[config.mk]
export PLATFORM = sky130hd
export DESIGN_NAME = array_circular_list_engine_top
export DESIGN_NICKNAME = d
export VERILOG_FILES = /design/src/rtl/core/acle_pkg.sv /design/src/rtl/core/acle_store.sv /design/src/rtl/core/array_circular_list_engine_top.sv
export SDC_FILE = /design/constraint.sdc
export NUM_CORES = 1
export LEC_CHECK = 0
export ABC_CLOCK_PERIOD_IN_PS = 7100
export BUFFER_PORTS_ARGS = -buffer_cell sky130_fd_sc_hd__buf_2
export CAP_MARGIN = 15
export CORE_UTILIZATION = 66
export CTS_BUF_LIST = sky130_fd_sc_hd__clkbuf_8
export DETAILED_ROUTE_END_ITERATION = 16
export PLACE_DENSITY_LB_ADDON = 0.25
export SYNTH_ARGS = -nofsm -noshare
export SYNTH_HDL_FRONTEND = slang
export SYNTH_HIERARCHICAL = 1
export SYNTH_SLANG_ARGS = --single-unit
[constraint.sdc]
create_clock -name clk -period 7.1 [get_ports clk]
set_clock_uncertainty 0.1 [all_clocks]
set_input_delay 0.355 -clock clk [delete_from_list [all_inputs] [get_ports clk]]
set_output_delay 0.355 -clock clk [all_outputs]
set_load 0.05 [all_outputs]
[src/rtl/core/acle_pkg.sv]
`timescale 1ns / 1ps

package acle_pkg;

    localparam int NODES_DEFAULT = 16;
    localparam int DATA_W        = 32;

    localparam logic KIND_INSERT = 1'b0;
    localparam logic KIND_DUMP   = 1'b1;

    localparam logic STATUS_OK   = 1'b0;
    localparam logic STATUS_FULL = 1'b1;

endpackage

[src/rtl/core/acle_store.sv]
`timescale 1ns / 1ps

module acle_store #(
    parameter int NODES  = acle_pkg::NODES_DEFAULT,
    parameter int IDX_W  = (NODES > 1) ? $clog2(NODES) : 1,
    parameter int LINK_W = $clog2(NODES + 1)
) (
    input  logic                       clk,
    input  logic                       rst_n,
    input  logic [IDX_W-1:0]           rd_addr,
    output logic [LINK_W-1:0]          rd_link,
    output logic [acle_pkg::DATA_W-1:0] rd_data,
    input  logic                       link_we,
    input  logic [IDX_W-1:0]           link_waddr,
    input  logic [LINK_W-1:0]          link_wdata,
    input  logic                       data_we,
    input  logic [IDX_W-1:0]           data_waddr,
    input  logic [acle_pkg::DATA_W-1:0] data_wdata
);
    import acle_pkg::*;

    logic [LINK_W-1:0] link_mem [NODES];
    logic [DATA_W-1:0] data_mem [NODES];
    logic [NODES-1:0]  link_valid_reg;
    logic [LINK_W-1:0] link_q_reg;
    logic              link_valid_q_reg;
    logic [IDX_W-1:0]  addr_q_reg;
    logic [DATA_W-1:0] data_q_reg;

    always_ff @(posedge clk)
    begin
        if (link_we)
        begin
            link_mem[link_waddr] <= link_wdata;
        end
        link_q_reg <= link_mem[rd_addr];
        addr_q_reg <= rd_addr;
    end

    always_ff @(posedge clk)
    begin
        if (data_we)
        begin
            data_mem[data_waddr] <= data_wdata;
        end
        data_q_reg <= data_mem[rd_addr];
    end

    always_ff @(posedge clk or negedge rst_n)
    begin
        if (!rst_n)
        begin
            link_valid_reg   <= '0;
            link_valid_q_reg <= 1'b0;
        end
        else
        begin
            if (link_we)
            begin
                link_valid_reg[link_waddr] <= 1'b1;
            end
            link_valid_q_reg <= link_valid_reg[rd_addr];
        end
    end

    // unwritten link reads as its reset value, entry i links to i+1
    assign rd_link = link_valid_q_reg ? link_q_reg
                                      : LINK_W'(addr_q_reg) + LINK_W'(1);
    assign rd_data = data_q_reg;

endmodule

[src/rtl/core/array_circular_list_engine_top.sv]
`timescale 1ns / 1ps

// Circular linked list engine over a node store with a free chain.
// Input channel s_*: s_tuser[0] is the operation (0 insert, 1 dump),
// s_tdata[31:0] the signed value to insert. Output channel m_*: m_tuser[0]
// is the reply kind (0 insert acknowledge, 1 list entry), m_tuser[1] the
// status (1 list full, insert refused), m_tdata[31:0] the entry value and
// m_tlast marks the final transfer caused by one input item.
// An insert into a non-empty list goes through accept, free chain read,
// link reads to find the tail, relink and acknowledge; into an empty list
// it links the new node to itself at the free chain read and skips the walk;
// a refused insert goes from accept to acknowledge. A dump of L entries
// gives L transfers; an empty list gives none. All walks use the single
// registered read port of the node store, one link per cycle unless the output stalls.
// s_tready is high only while no item is in work; one item is in work at a
// time. The output register holds a finished result while m_tready is low;
// the sequencer waits on it, and a dump resumes where it stopped.
// After reset the list is empty, every node is on the free chain and the
// block is ready at once; no clearing pass is needed.
module array_circular_list_engine_top #(
    parameter int NODES = acle_pkg::NODES_DEFAULT
) (
    input  logic                        clk,
    input  logic                        rst_n,
    input  logic                        s_tvalid,
    output logic                        s_tready,
    input  logic [acle_pkg::DATA_W-1:0] s_tdata,  // value
    input  logic                        s_tuser,  // kind
    output logic                        m_tvalid,
    input  logic                        m_tready,
    output logic [acle_pkg::DATA_W-1:0] m_tdata,  // entry_value
    output logic                        m_tlast,
    output logic [1:0]                  m_tuser   // reply_kind, status
);
    import acle_pkg::*;

    localparam int IDX_W  = (NODES > 1) ? $clog2(NODES) : 1;
    localparam int LINK_W = $clog2(NODES + 1);
    localparam logic [LINK_W-1:0] NODES_LINK = LINK_W'(NODES);
    localparam logic [IDX_W-1:0]  LAST_CNT   = IDX_W'(NODES - 1);

    localparam logic [2:0] ST_IDLE     = 3'd0;
    localparam logic [2:0] ST_INS_FREE = 3'd1;
    localparam logic [2:0] ST_INS_WALK = 3'd2;
    localparam logic [2:0] ST_INS_LINK = 3'd3;
    localparam logic [2:0] ST_ACK      = 3'd4;
    localparam logic [2:0] ST_DUMP     = 3'd5;

    logic [2:0]        state_reg, state_next;
    logic [LINK_W-1:0] free_head_reg, free_head_next;
    logic [IDX_W-1:0]  head_reg, head_next;
    logic              empty_reg, empty_next;
    logic [IDX_W-1:0]  fresh_reg, fresh_next;
    logic [IDX_W-1:0]  cur_reg, cur_next;
    logic [IDX_W-1:0]  cnt_reg, cnt_next;
    logic              status_reg, status_next;

    logic              out_valid_reg;
    logic [DATA_W-1:0] out_data_reg;
    logic              out_last_reg;
    logic              out_kind_reg;
    logic              out_status_reg;

    logic              out_load;
    logic [DATA_W-1:0] load_data;
    logic              load_last;
    logic              load_kind;
    logic              load_status;

    logic [IDX_W-1:0]  rd_addr;
    logic [LINK_W-1:0] rd_link;
    logic [DATA_W-1:0] rd_data;
    logic              link_we;
    logic [IDX_W-1:0]  link_waddr;
    logic [LINK_W-1:0] link_wdata;
    logic              data_we;

    logic              accept;
    logic              out_free;
    logic              full;
    logic              stop;
    logic [IDX_W-1:0]  nx_idx;

    acle_store #(
        .NODES  (NODES),
        .IDX_W  (IDX_W),
        .LINK_W (LINK_W)
    ) u_store (
        .clk        (clk),
        .rst_n      (rst_n),
        .rd_addr    (rd_addr),
        .rd_link    (rd_link),
        .rd_data    (rd_data),
        .link_we    (link_we),
        .link_waddr (link_waddr),
        .link_wdata (link_wdata),
        .data_we    (data_we),
        .data_waddr (free_head_reg[IDX_W-1:0]),
        .data_wdata (s_tdata)
    );

    assign s_tready = (state_reg == ST_IDLE);
    assign accept   = s_tvalid && s_tready;
    assign out_free = !out_valid_reg || m_tready;
    assign full     = (free_head_reg >= NODES_LINK);
    assign nx_idx   = rd_link[IDX_W-1:0];
    assign stop     = (rd_link == LINK_W'(head_reg)) || (rd_link >= NODES_LINK);

    always_comb
    begin
        state_next     = state_reg;
        free_head_next = free_head_reg;
        head_next      = head_reg;
        empty_next     = empty_reg;
        fresh_next     = fresh_reg;
        cur_next       = cur_reg;
        cnt_next       = cnt_reg;
        status_next    = status_reg;
        rd_addr        = head_reg;
        link_we        = 1'b0;
        link_waddr     = fresh_reg;
        link_wdata     = LINK_W'(fresh_reg);
        data_we        = 1'b0;
        out_load       = 1'b0;
        load_data      = '0;
        load_last      = 1'b1;
        load_kind      = KIND_INSERT;
        load_status    = status_reg;

        unique case (state_reg)
            ST_IDLE:
            begin
                if (s_tuser == KIND_INSERT)
                begin
                    rd_addr = free_head_reg[IDX_W-1:0];
                end
                if (accept)
                begin
                    if (s_tuser == KIND_INSERT)
                    begin
                        if (full)
                        begin
                            status_next = STATUS_FULL;
                            state_next  = ST_ACK;
                        end
                        else
                        begin
                            data_we    = 1'b1;
                            fresh_next = free_head_reg[IDX_W-1:0];
                            state_next = ST_INS_FREE;
                        end
                    end
                    else if (!empty_reg)
                    begin
                        cur_next   = head_reg;
                        cnt_next   = '0;
                        state_next = ST_DUMP;
                    end
                end
            end
            ST_INS_FREE:
            begin
                free_head_next = (rd_link > NODES_LINK) ? NODES_LINK : rd_link;
                status_next    = STATUS_OK;
                if (empty_reg)
                begin
                    link_we    = 1'b1;
                    head_next  = fresh_reg;
                    empty_next = 1'b0;
                    state_next = ST_ACK;
                end
                else
                begin
                    cur_next   = head_reg;
                    cnt_next   = '0;
                    state_next = ST_INS_WALK;
                end
            end
            ST_INS_WALK:
            begin
                if (stop || cnt_reg == LAST_CNT)
                begin
                    link_we    = 1'b1;
                    link_waddr = stop ? cur_reg : nx_idx;
                    state_next = ST_INS_LINK;
                end
                else
                begin
                    rd_addr  = nx_idx;
                    cur_next = nx_idx;
                    cnt_next = cnt_reg + IDX_W'(1);
                end
            end
            ST_INS_LINK:
            begin
                link_we    = 1'b1;
                link_wdata = LINK_W'(head_reg);
                head_next  = fresh_reg;
                empty_next = 1'b0;
                state_next = ST_ACK;
            end
            ST_ACK:
            begin
                if (out_free)
                begin
                    out_load   = 1'b1;
                    state_next = ST_IDLE;
                end
            end
            ST_DUMP:
            begin
                rd_addr = cur_reg;
                if (out_free)
                begin
                    out_load    = 1'b1;
                    load_data   = rd_data;
                    load_kind   = KIND_DUMP;
                    load_status = STATUS_OK;
                    load_last   = stop || (cnt_reg == LAST_CNT);
                    if (load_last)
                    begin
                        state_next = ST_IDLE;
                    end
                    else
                    begin
                        rd_addr  = nx_idx;
                        cur_next = nx_idx;
                        cnt_next = cnt_reg + IDX_W'(1);
                    end
                end
            end
            default:
            begin
                state_next = ST_IDLE;
            end
        endcase
    end

    always_ff @(posedge clk or negedge rst_n)
    begin
        if (!rst_n)
        begin
            state_reg     <= ST_IDLE;
            free_head_reg <= '0;
            head_reg      <= '0;
            empty_reg     <= 1'b1;
            status_reg    <= STATUS_OK;
            out_valid_reg <= 1'b0;
        end
        else
        begin
            state_reg     <= state_next;
            free_head_reg <= free_head_next;
            head_reg      <= head_next;
            empty_reg     <= empty_next;
            status_reg    <= status_next;
            if (out_load)
            begin
                out_valid_reg <= 1'b1;
            end
            else if (m_tready)
            begin
                out_valid_reg <= 1'b0;
            end
        end
    end

    always_ff @(posedge clk)
    begin
        fresh_reg <= fresh_next;
        cur_reg   <= cur_next;
        cnt_reg   <= cnt_next;
        if (out_load)
        begin
            out_data_reg   <= load_data;
            out_last_reg   <= load_last;
            out_kind_reg   <= load_kind;
            out_status_reg <= load_status;
        end
    end

    assign m_tvalid = out_valid_reg;
    assign m_tdata  = out_data_reg;
    assign m_tlast  = out_last_reg;
    assign m_tuser  = {out_status_reg, out_kind_reg};

    assert property (@(posedge clk) disable iff (!rst_n)
        free_head_reg <= NODES_LINK)
        else $error("free chain head out of range");

    assert property (@(posedge clk) disable iff (!rst_n)
        m_tvalid && m_tuser[0] == KIND_INSERT |-> m_tlast && m_tdata == '0)
        else $error("insert acknowledge not single and zero");

    assert property (@(posedge clk) disable iff (!rst_n)
        m_tvalid && m_tuser[0] == KIND_DUMP |-> m_tuser[1] == STATUS_OK)
        else $error("dump entry with nonzero status");

    assert property (@(posedge clk) disable iff (!rst_n)
        state_reg == ST_INS_LINK |=> !empty_reg && head_reg == $past(fresh_reg))
        else $error("insert did not set new head");

    assert property (@(posedge clk) disable iff (!rst_n)
        state_reg == ST_ACK && status_reg == STATUS_FULL |-> free_head_reg == NODES_LINK)
        else $error("insert refused while a node is free");

endmodule
### Word level (Yosys, flattened, before mapping)

Memory sizes are Yosys's and may differ from the RTL's. A register that Yosys moved wholly into a read port is not among the register bits.
Cells that the tools add are included.

| operators by class | value |
|---|---|
| add/subtract/negate cells | 2 |
| multipliers | 0 |
| div/mod/pow operators | 0 |
| $lt $le $gt $ge | 6 |
| equality and inequality tests | 17 |
| shifts and indexed selects | 0 |
| muxes and demuxes | 58 |
| bitwise logic cells | 3 |
| reductions and logical operators | 20 |

Operators with widths:

| cell | count |
|---|---|
| 2-to-1 mux 4 bit | 17 |
| one-hot mux 4 bit (4 select lines) | 2 |
| 2-to-1 mux 3 bit | 9 |
| 2-to-1 mux 1 bit | 21 |
| one-hot mux 3 bit (6 select lines) | 1 |
| bitwise OR 16 bit | 1 |
| != test 2 bit (second input constant) | 6 |
| one-hot mux 4 bit (3 select lines) | 1 |
| AND reduction 4 bit | 3 |
| greater-or-equal comparator 5 bit (second input constant) | 2 |
| less-than comparator 4 x 5 -> 1 bit (second input constant) | 2 |
| 2-to-1 mux 5 bit | 2 |
| one-hot mux 4 bit (2 select lines) | 1 |
| equality test 3 x 2 -> 1 bit (second input constant) | 2 |
| equality test 3 bit (second input constant) | 2 |
| != test 2 x 1 -> 1 bit (second input constant) | 3 |
| AND reduction 6 bit | 1 |
| nonzero test 2 bit | 3 |
| adder 4 x 1 -> 5 bit (second input constant) | 1 |
| equality test 5 x 4 -> 1 bit | 1 |
| greater-than comparator 5 bit (second input constant) | 1 |
| adder 4 x 1 -> 4 bit (second input constant) | 1 |
| binary-select mux 1 bit (select 4 bit) | 1 |
| demux 1 bit (select 4 bit) | 1 |
| other kinds (15) | 21 |

| storage, ports and cells | value |
|---|---|
| bits in registers | 88 |
| latch bits | 0 |
| memory bits (writable) | 576 |
| ROM bits | 0 |
| input bits | 37 |
| memories | 2 |

Memories:

| memory | words | bits a word | read ports | clocked after Yosys merged registers in | write ports | RTL line | RTL |
|---|---|---|---|---|---|---|---|
| u_store.data_mem | 16 | 32 | 1 | 1 | 1 | acle_store.sv:23 | `logic [DATA_W-1:0] data_mem [NODES];` |
| u_store.link_mem | 16 | 4 | 1 | 1 | 1 | acle_store.sv:22 | `logic [LINK_W-1:0] link_mem [NODES];` |

### Longest topological paths before layout

| depth | value |
|---|---|
| word-level depth | 12 |
| mapped depth | 14 |
| gate-level depth less buffers | 11 |

### Cells and area by module

The synthesis kept the hierarchy.

By module, submodules not included:

| module | instances | cells an instance | area an instance (µm²) | sequential area each (µm²) |
|---|---|---|---|---|
| acle_store | 1 | 1047 | 23875.4 | 19023.2 |
| array_circular_list_engine_top | 1 | 248 | 2972.9 | 1788.0 |

### Worst setup path after synthesis

Ideal clock, no wire load.

| timing | value |
|---|---|
| path type | reg-to-reg |
| start | reg state_reg[2] |
| end | mem u_store.data_mem[0][0], enable pin |
| library setup time | 0.461 ns |
| arrival time | 4.106 ns |
| data required time | 6.539 ns |
| path slack | 2.433 ns |
| cell stages (with the launch flop) | 7 |
| path buffers | 1 |
| period minus slack after synthesis | 4.667 ns |
| cell sequence | dfrtp_1 > clkbuf_1 > nor4_1 > nand2_1 > nor2_1 > or3b_2 > nor3_1 |

| on the way | value |
|---|---|
| longest elaborated chain between the ends | 6 |

Ends and longest elaborated chain:

| what | RTL line | RTL |
|---|---|---|
| start, declared | array_circular_list_engine_top.sv:49 | `logic [2:0] state_reg, state_next;` |
| start signal, assigned | array_circular_list_engine_top.sv:252 | `state_reg <= state_next;` |
| logical NOT 3 bit (*) | array_circular_list_engine_top.sv:102, array_circular_list_engine_top.sv:130 |  |
| logical AND 1 bit | array_circular_list_engine_top.sv:103 | `assign accept = s_tvalid && s_tready;` |
| 2-to-1 mux 1 bit | array_circular_list_engine_top.sv:137 | `if (accept)` |
| 2-to-1 mux 1 bit (*) | array_circular_list_engine_top.sv:130 | `unique case (state_reg)` |
| net data_we | array_circular_list_engine_top.sv:76 | `logic data_we;` |
| 2-to-1 mux 1 bit (*) | acle_store.sv:42 | `if (data_we)` |
| 2-to-1 mux 1 bit (implied by the code) (*) | acle_store.sv:44 | `data_mem[data_waddr] <= data_wdata;` |
| end, declared | acle_store.sv:23 |  |

The timed path passes the listed nets; every way through them passes the cells marked *.

### Worst setup path after layout

| timing | value |
|---|---|
| start | reg u_store.addr_q_reg[0] |
| end | reg u_store.data_q_reg[14], in the netlist u_store/rd_data[14], read port of u_store.data_mem |

| on the way | value |
|---|---|
| longest elaborated chain between the ends | 8 |

Ends and longest elaborated chain:

| what | RTL line | RTL |
|---|---|---|
| start, declared | acle_store.sv:27 | `logic [IDX_W-1:0] addr_q_reg;` |
| start signal, assigned | acle_store.sv:37 | `addr_q_reg <= rd_addr;` |
| adder 4 x 1 -> 5 bit (*) | acle_store.sv:68 | `: LINK_W'(addr_q_reg) + LINK_W'(1);` |
| 2-to-1 mux 5 bit (*) | acle_store.sv:67 | `assign rd_link = link_valid_q_reg ? link_q_reg` |
| net rd_link[2] | array_circular_list_engine_top.sv:71 | `logic [LINK_W-1:0] rd_link;` |
| greater-or-equal comparator 5 bit / equality test 5 x 4 -> 1 bit (equally long branches) | array_circular_list_engine_top.sv:107 | `assign stop = (rd_link == LINK_W'(head_reg)) \|\| (rd_link >= NODES_LINK);` |
| logical OR 1 bit (*) | array_circular_list_engine_top.sv:107 |  |
| logical OR 1 bit (*) | array_circular_list_engine_top.sv:181, array_circular_list_engine_top.sv:219 |  |
| 2-to-1 mux 4 bit (2 in series) | - |  |
| one-hot mux 4 bit (3 select lines) (*) | array_circular_list_engine_top.sv:130 |  |
| net rd_addr[1] | array_circular_list_engine_top.sv:70 | `logic [IDX_W-1:0] rd_addr;` |
| end, declared | acle_store.sv:28 | `logic [DATA_W-1:0] data_q_reg;` |

Marked as above.
A chain may end at the register's enable or synchronous reset.

==> Flow_metrics.wiki <==
{| class="wikitable"
! Metric !! Value
|-
| Most flops, register || u_store/data_mem
|-
| Share of layout cells above drive strength 1 || 0.2868
|-
| Count of placed standard cells in the final layout, fillers left out || 2108
|-
| Avg WL per Cell || between 20 and 30 um
|-
| Total setup violations reported at the end of the flow || 0
|-
| Post-synth design cell area || 0.02685 mm2
|-
| Overall die width || 203.7 um
|-
| Nature of the critical path startpoint || register
|-
| Hold crit path type || in2reg
|-
| Count of unique library cells instantiated by Yosys || 50
|-
| Summed negative setup slack over all endpoints || 0 ns
|-
| Sum of routed wire length over all layers || between 50 and 60 mm
|-
| Core outline area || between 0.03 and 0.04 mm2
|-
| Synth Instances || 1295
|-
| Max reg flops || 512
|-
| Status || complete, no violations
|-
| Clock transition at the registers of the reported paths || ~0.070 ns
|-
| Data arrival, critical path || 5.21 ns
|-
| Total instance count after detailed placement || 1872
|-
| Cell accounting for the most synthesized area || edfxtp_1
|-
| Unrepaired setup endpoints after global routing || false
|-
| Vias per cell || 6.436
|-
| Via count of the first global-routing pass || 13930
|-
| Area growth from synthesis to layout || 13.26%
|-
| Total count of max-transition violations in the final report || 0
|-
| Max Freq || roughly 210 MHz
|-
| Sink Count || 712
|-
| Die outline area || a little over 0.04 mm2
|-
| Final antenna diode count || 0
|-
| Critical path's largest stage delay || between 0.7 and 0.8 ns
|-
| Most used standard cells in the synthesized netlist || edfxtp_1, mux4_2, a22oi_1
|-
| Clk Latency, worst-skew pair || around 0.7 ns
|-
| Global-route wire length before repair || 85.02 mm
|-
| Transition time at the pin with the least slew margin || around 1.1 ns
|-
| Power density relative to cell area || 435.3 mW/mm2
|-
| Finished Core Util || 0.7618
|-
| Maximum buffer depth of the clock tree || 3
|-
| H-Tree Level Count || 3
|-
| Clock tree from TritonCTS || done
|-
| Maximum number of pins on one net before global-route repair || 73
|-
| Portion of the clock cycle consumed by the worst path in the final layout || 0.6683
|-
| Startpoint of the worst hold path || s_tuser
|-
| Leftover overflow at the end of global routing || 0
|-
| # rows || 73
|-
| Number of buffers added by the clock tree synthesis step || approximately 110
|-
| List of cells traversed by the critical path || ha_1 -> xnor2_1 -> o21ai_0 -> xor2_2 -> nor4_4 -> o32a_1 -> a22o_1 -> a211o_4 -> buf_4 -> mux4_2 -> a22oi_1 -> nand2_1
|-
| 1st-pass router iterations || 6
|-
| Post-detailed-route count of antenna-violating nets || 0
|-
| Max Fanout on Critical Path || 72
|-
| DRC violation count after routing || 0
|-
| Max-cap violations || 0
|-
| Max-slew headroom at the worst pin || 0.2454
|-
| Registers with the most flip-flops || u_store/data_mem x512, u_store/link_mem x80
|-
| Initial detailed-routing violation count || 1511
|-
| Most instantiated library cell after synthesis || edfxtp_1
|-
| GPL Wtd Cong || 0.8788
|-
| Number of ports placed on the die boundary || 74
|-
| Number of flops mapped to enable cells by yosys || 639
|-
| Gates resized, CTS repair || 0
|-
| Setup crit end kind || register
|-
| Tot GR Track Use || 0.2856
|-
| Required time reported for the critical path endpoint || about 7.6 ns
|-
| Total number of vias || 13570
|-
| Net count reported at finish || 1529
|-
| Startpoint of the most critical register-to-register path || u_store/addr_q_reg[0]
|-
| Most frequently used flop master after synthesis || edfxtp_1
|-
| Die H || 203.7 um
|-
| Top cell type's share of synthesized area || 0.7147
|-
| Initial standard-cell utilization of the core || 0.6726
|-
| Buffer cell driving the clock tree root || clkbuf_8
|-
| Sequential share of the synthesized area || 0.7751
|-
| Mean cell area of the mapped netlist || 20.73 um2
|-
| Synth async-reset ratio || 0.04494
|-
| Leakage Power || roughly 10 nW
|-
| Crit Path Category || reg2reg
|-
| Largest cells by area after synthesis || edfxtp_1, mux4_2, dfxtp_1, dfrtp_1, a22oi_1
|-
| CP startpoint || u_store/addr_q_reg[0]
|-
| Yosys reg bits || 712
|-
| Synth warn || 6
|-
| HPWL after DPL || 28.92 mm
|-
| Minimum clock period after layout || 4.745 ns
|-
| Input/output buffers || 73
|-
| Peak supply drop || just over 0.3 mV
|-
| Final Hold Fails || 0
|-
| Slowest cell on the critical path || a211o_4
|-
| Number of antenna violations at the first check in global routing || 0
|}
layout make-up:
class                   instances  area [um2]
clock inverters                78       384.1
repair buffers                138       975.9
clock buffers                 124        1707
fillers                      2117        9507
flip-flops and latches        712       20810
multi-input cells             529        5866
well taps                     525       656.9
inverters                       2       7.507
report_power, final:
part	switching, W	total, W	internal, W
sequential	0.000209	0.00522	0.00501
clock	0.00152	0.00318	0.00166
combinational	0.00265	0.00483	0.00218
cells in the final DEF, fill, tap and decap left out, types with 5 or more instances in the layout:
cell,synthesis,layout
xor2_1,5,5
buf_4,3,28
nand2_1,60,60
nor2_1,43,29
and3_1,32,32
conb_1,1,16
inv_1,2,42
buf_2,17,73
dfrtp_1,31,31
clkinv_1,0,23
a22oi_1,77,77
nor2b_1,9,7
a21oi_1,7,7
mux4_2,152,152
nor3_1,22,18
clkinv_2,0,8
mux2_2,9,9
or2_2,16,16
nand3_1,9,9
clkbuf_8,0,124
dlygate4sd3_1,0,34
edfxtp_1,639,639
dfxtp_1,41,41
nand2b_1,13,12
o21ai_0,13,13
nor2_4,1,15
nand3b_1,5,5
cells by family after synthesis:
kind of cell,synth area share
xor gates and xnor gates,0.002890
buffers and inverters,0.01449
and+or+nand+nor,0.04241
muxes,0.1317
AOI/OAI and AO/OA,0.03234
other,0.0001397
adders and majority gates,0.0009319
DFF,0.7751
critical path: cells and delay by family, from the launching register on:
family	cells	cell delay, ns
buffers and inverters	1	0.55
muxes	1	0.38
adders and majority gates	1	0.22
DFF	1	0.32
xor gates and xnor gates	2	0.33
AOI/OAI and AO/OA	5	2.10
and+or+nand+nor	2	0.53
path summary, 6_finish.rpt:
| path | cells after the start | slack, ns | to |
|---|---|---|---|
| hold reg to reg | 1 | 0.37 | u_store/link_valid_reg[6] |
| max in group asynchronous | 2 | 6.16 | u_store/link_valid_reg[7] |
| hold / removal | 3 | 0.06 | state_reg[0] |
| setup / recovery | 12 | 2.36 | u_store/rd_data[14] |
| min in group asynchronous | 2 | 0.21 | m_tvalid |
| setup reg to reg | 12 | 2.36 | u_store/rd_data[14] |
what timing repair did:
action | CTS | global route
hold buffers | 34 | 0
endpoints found under the hold margin | 544 | 0
setup buffers | 0 | 0
per-stage QoR:
step	setup WS [ns]	area, um2	power, W	hold slack (ns)
2_1_floorplan	2.433	26900	0.008964	-0.04059
3_3_place_gp	2.587	27980	0.01000	0.3449
3_5_place_dp	2.435	27980	0.01009	0.3530
4_1_cts	2.374	30410	0.01330	0.03352
5_1_grt	2.067	30410	0.01383	0.09819
6_report	2.355	30410	0.01324	0.05957
metal layers:
metal  wire, um  share of wire  global-route usage  vias up
met5          0              0                   0        -
met4       1361          0.024             0.09882        0
met3       5741           0.10             0.05289      112
met2      28050           0.49              0.4531      736
met1      21650           0.38              0.4078     7014
li1           -              -                   -     5705
(Power assumes the default switching activity.)
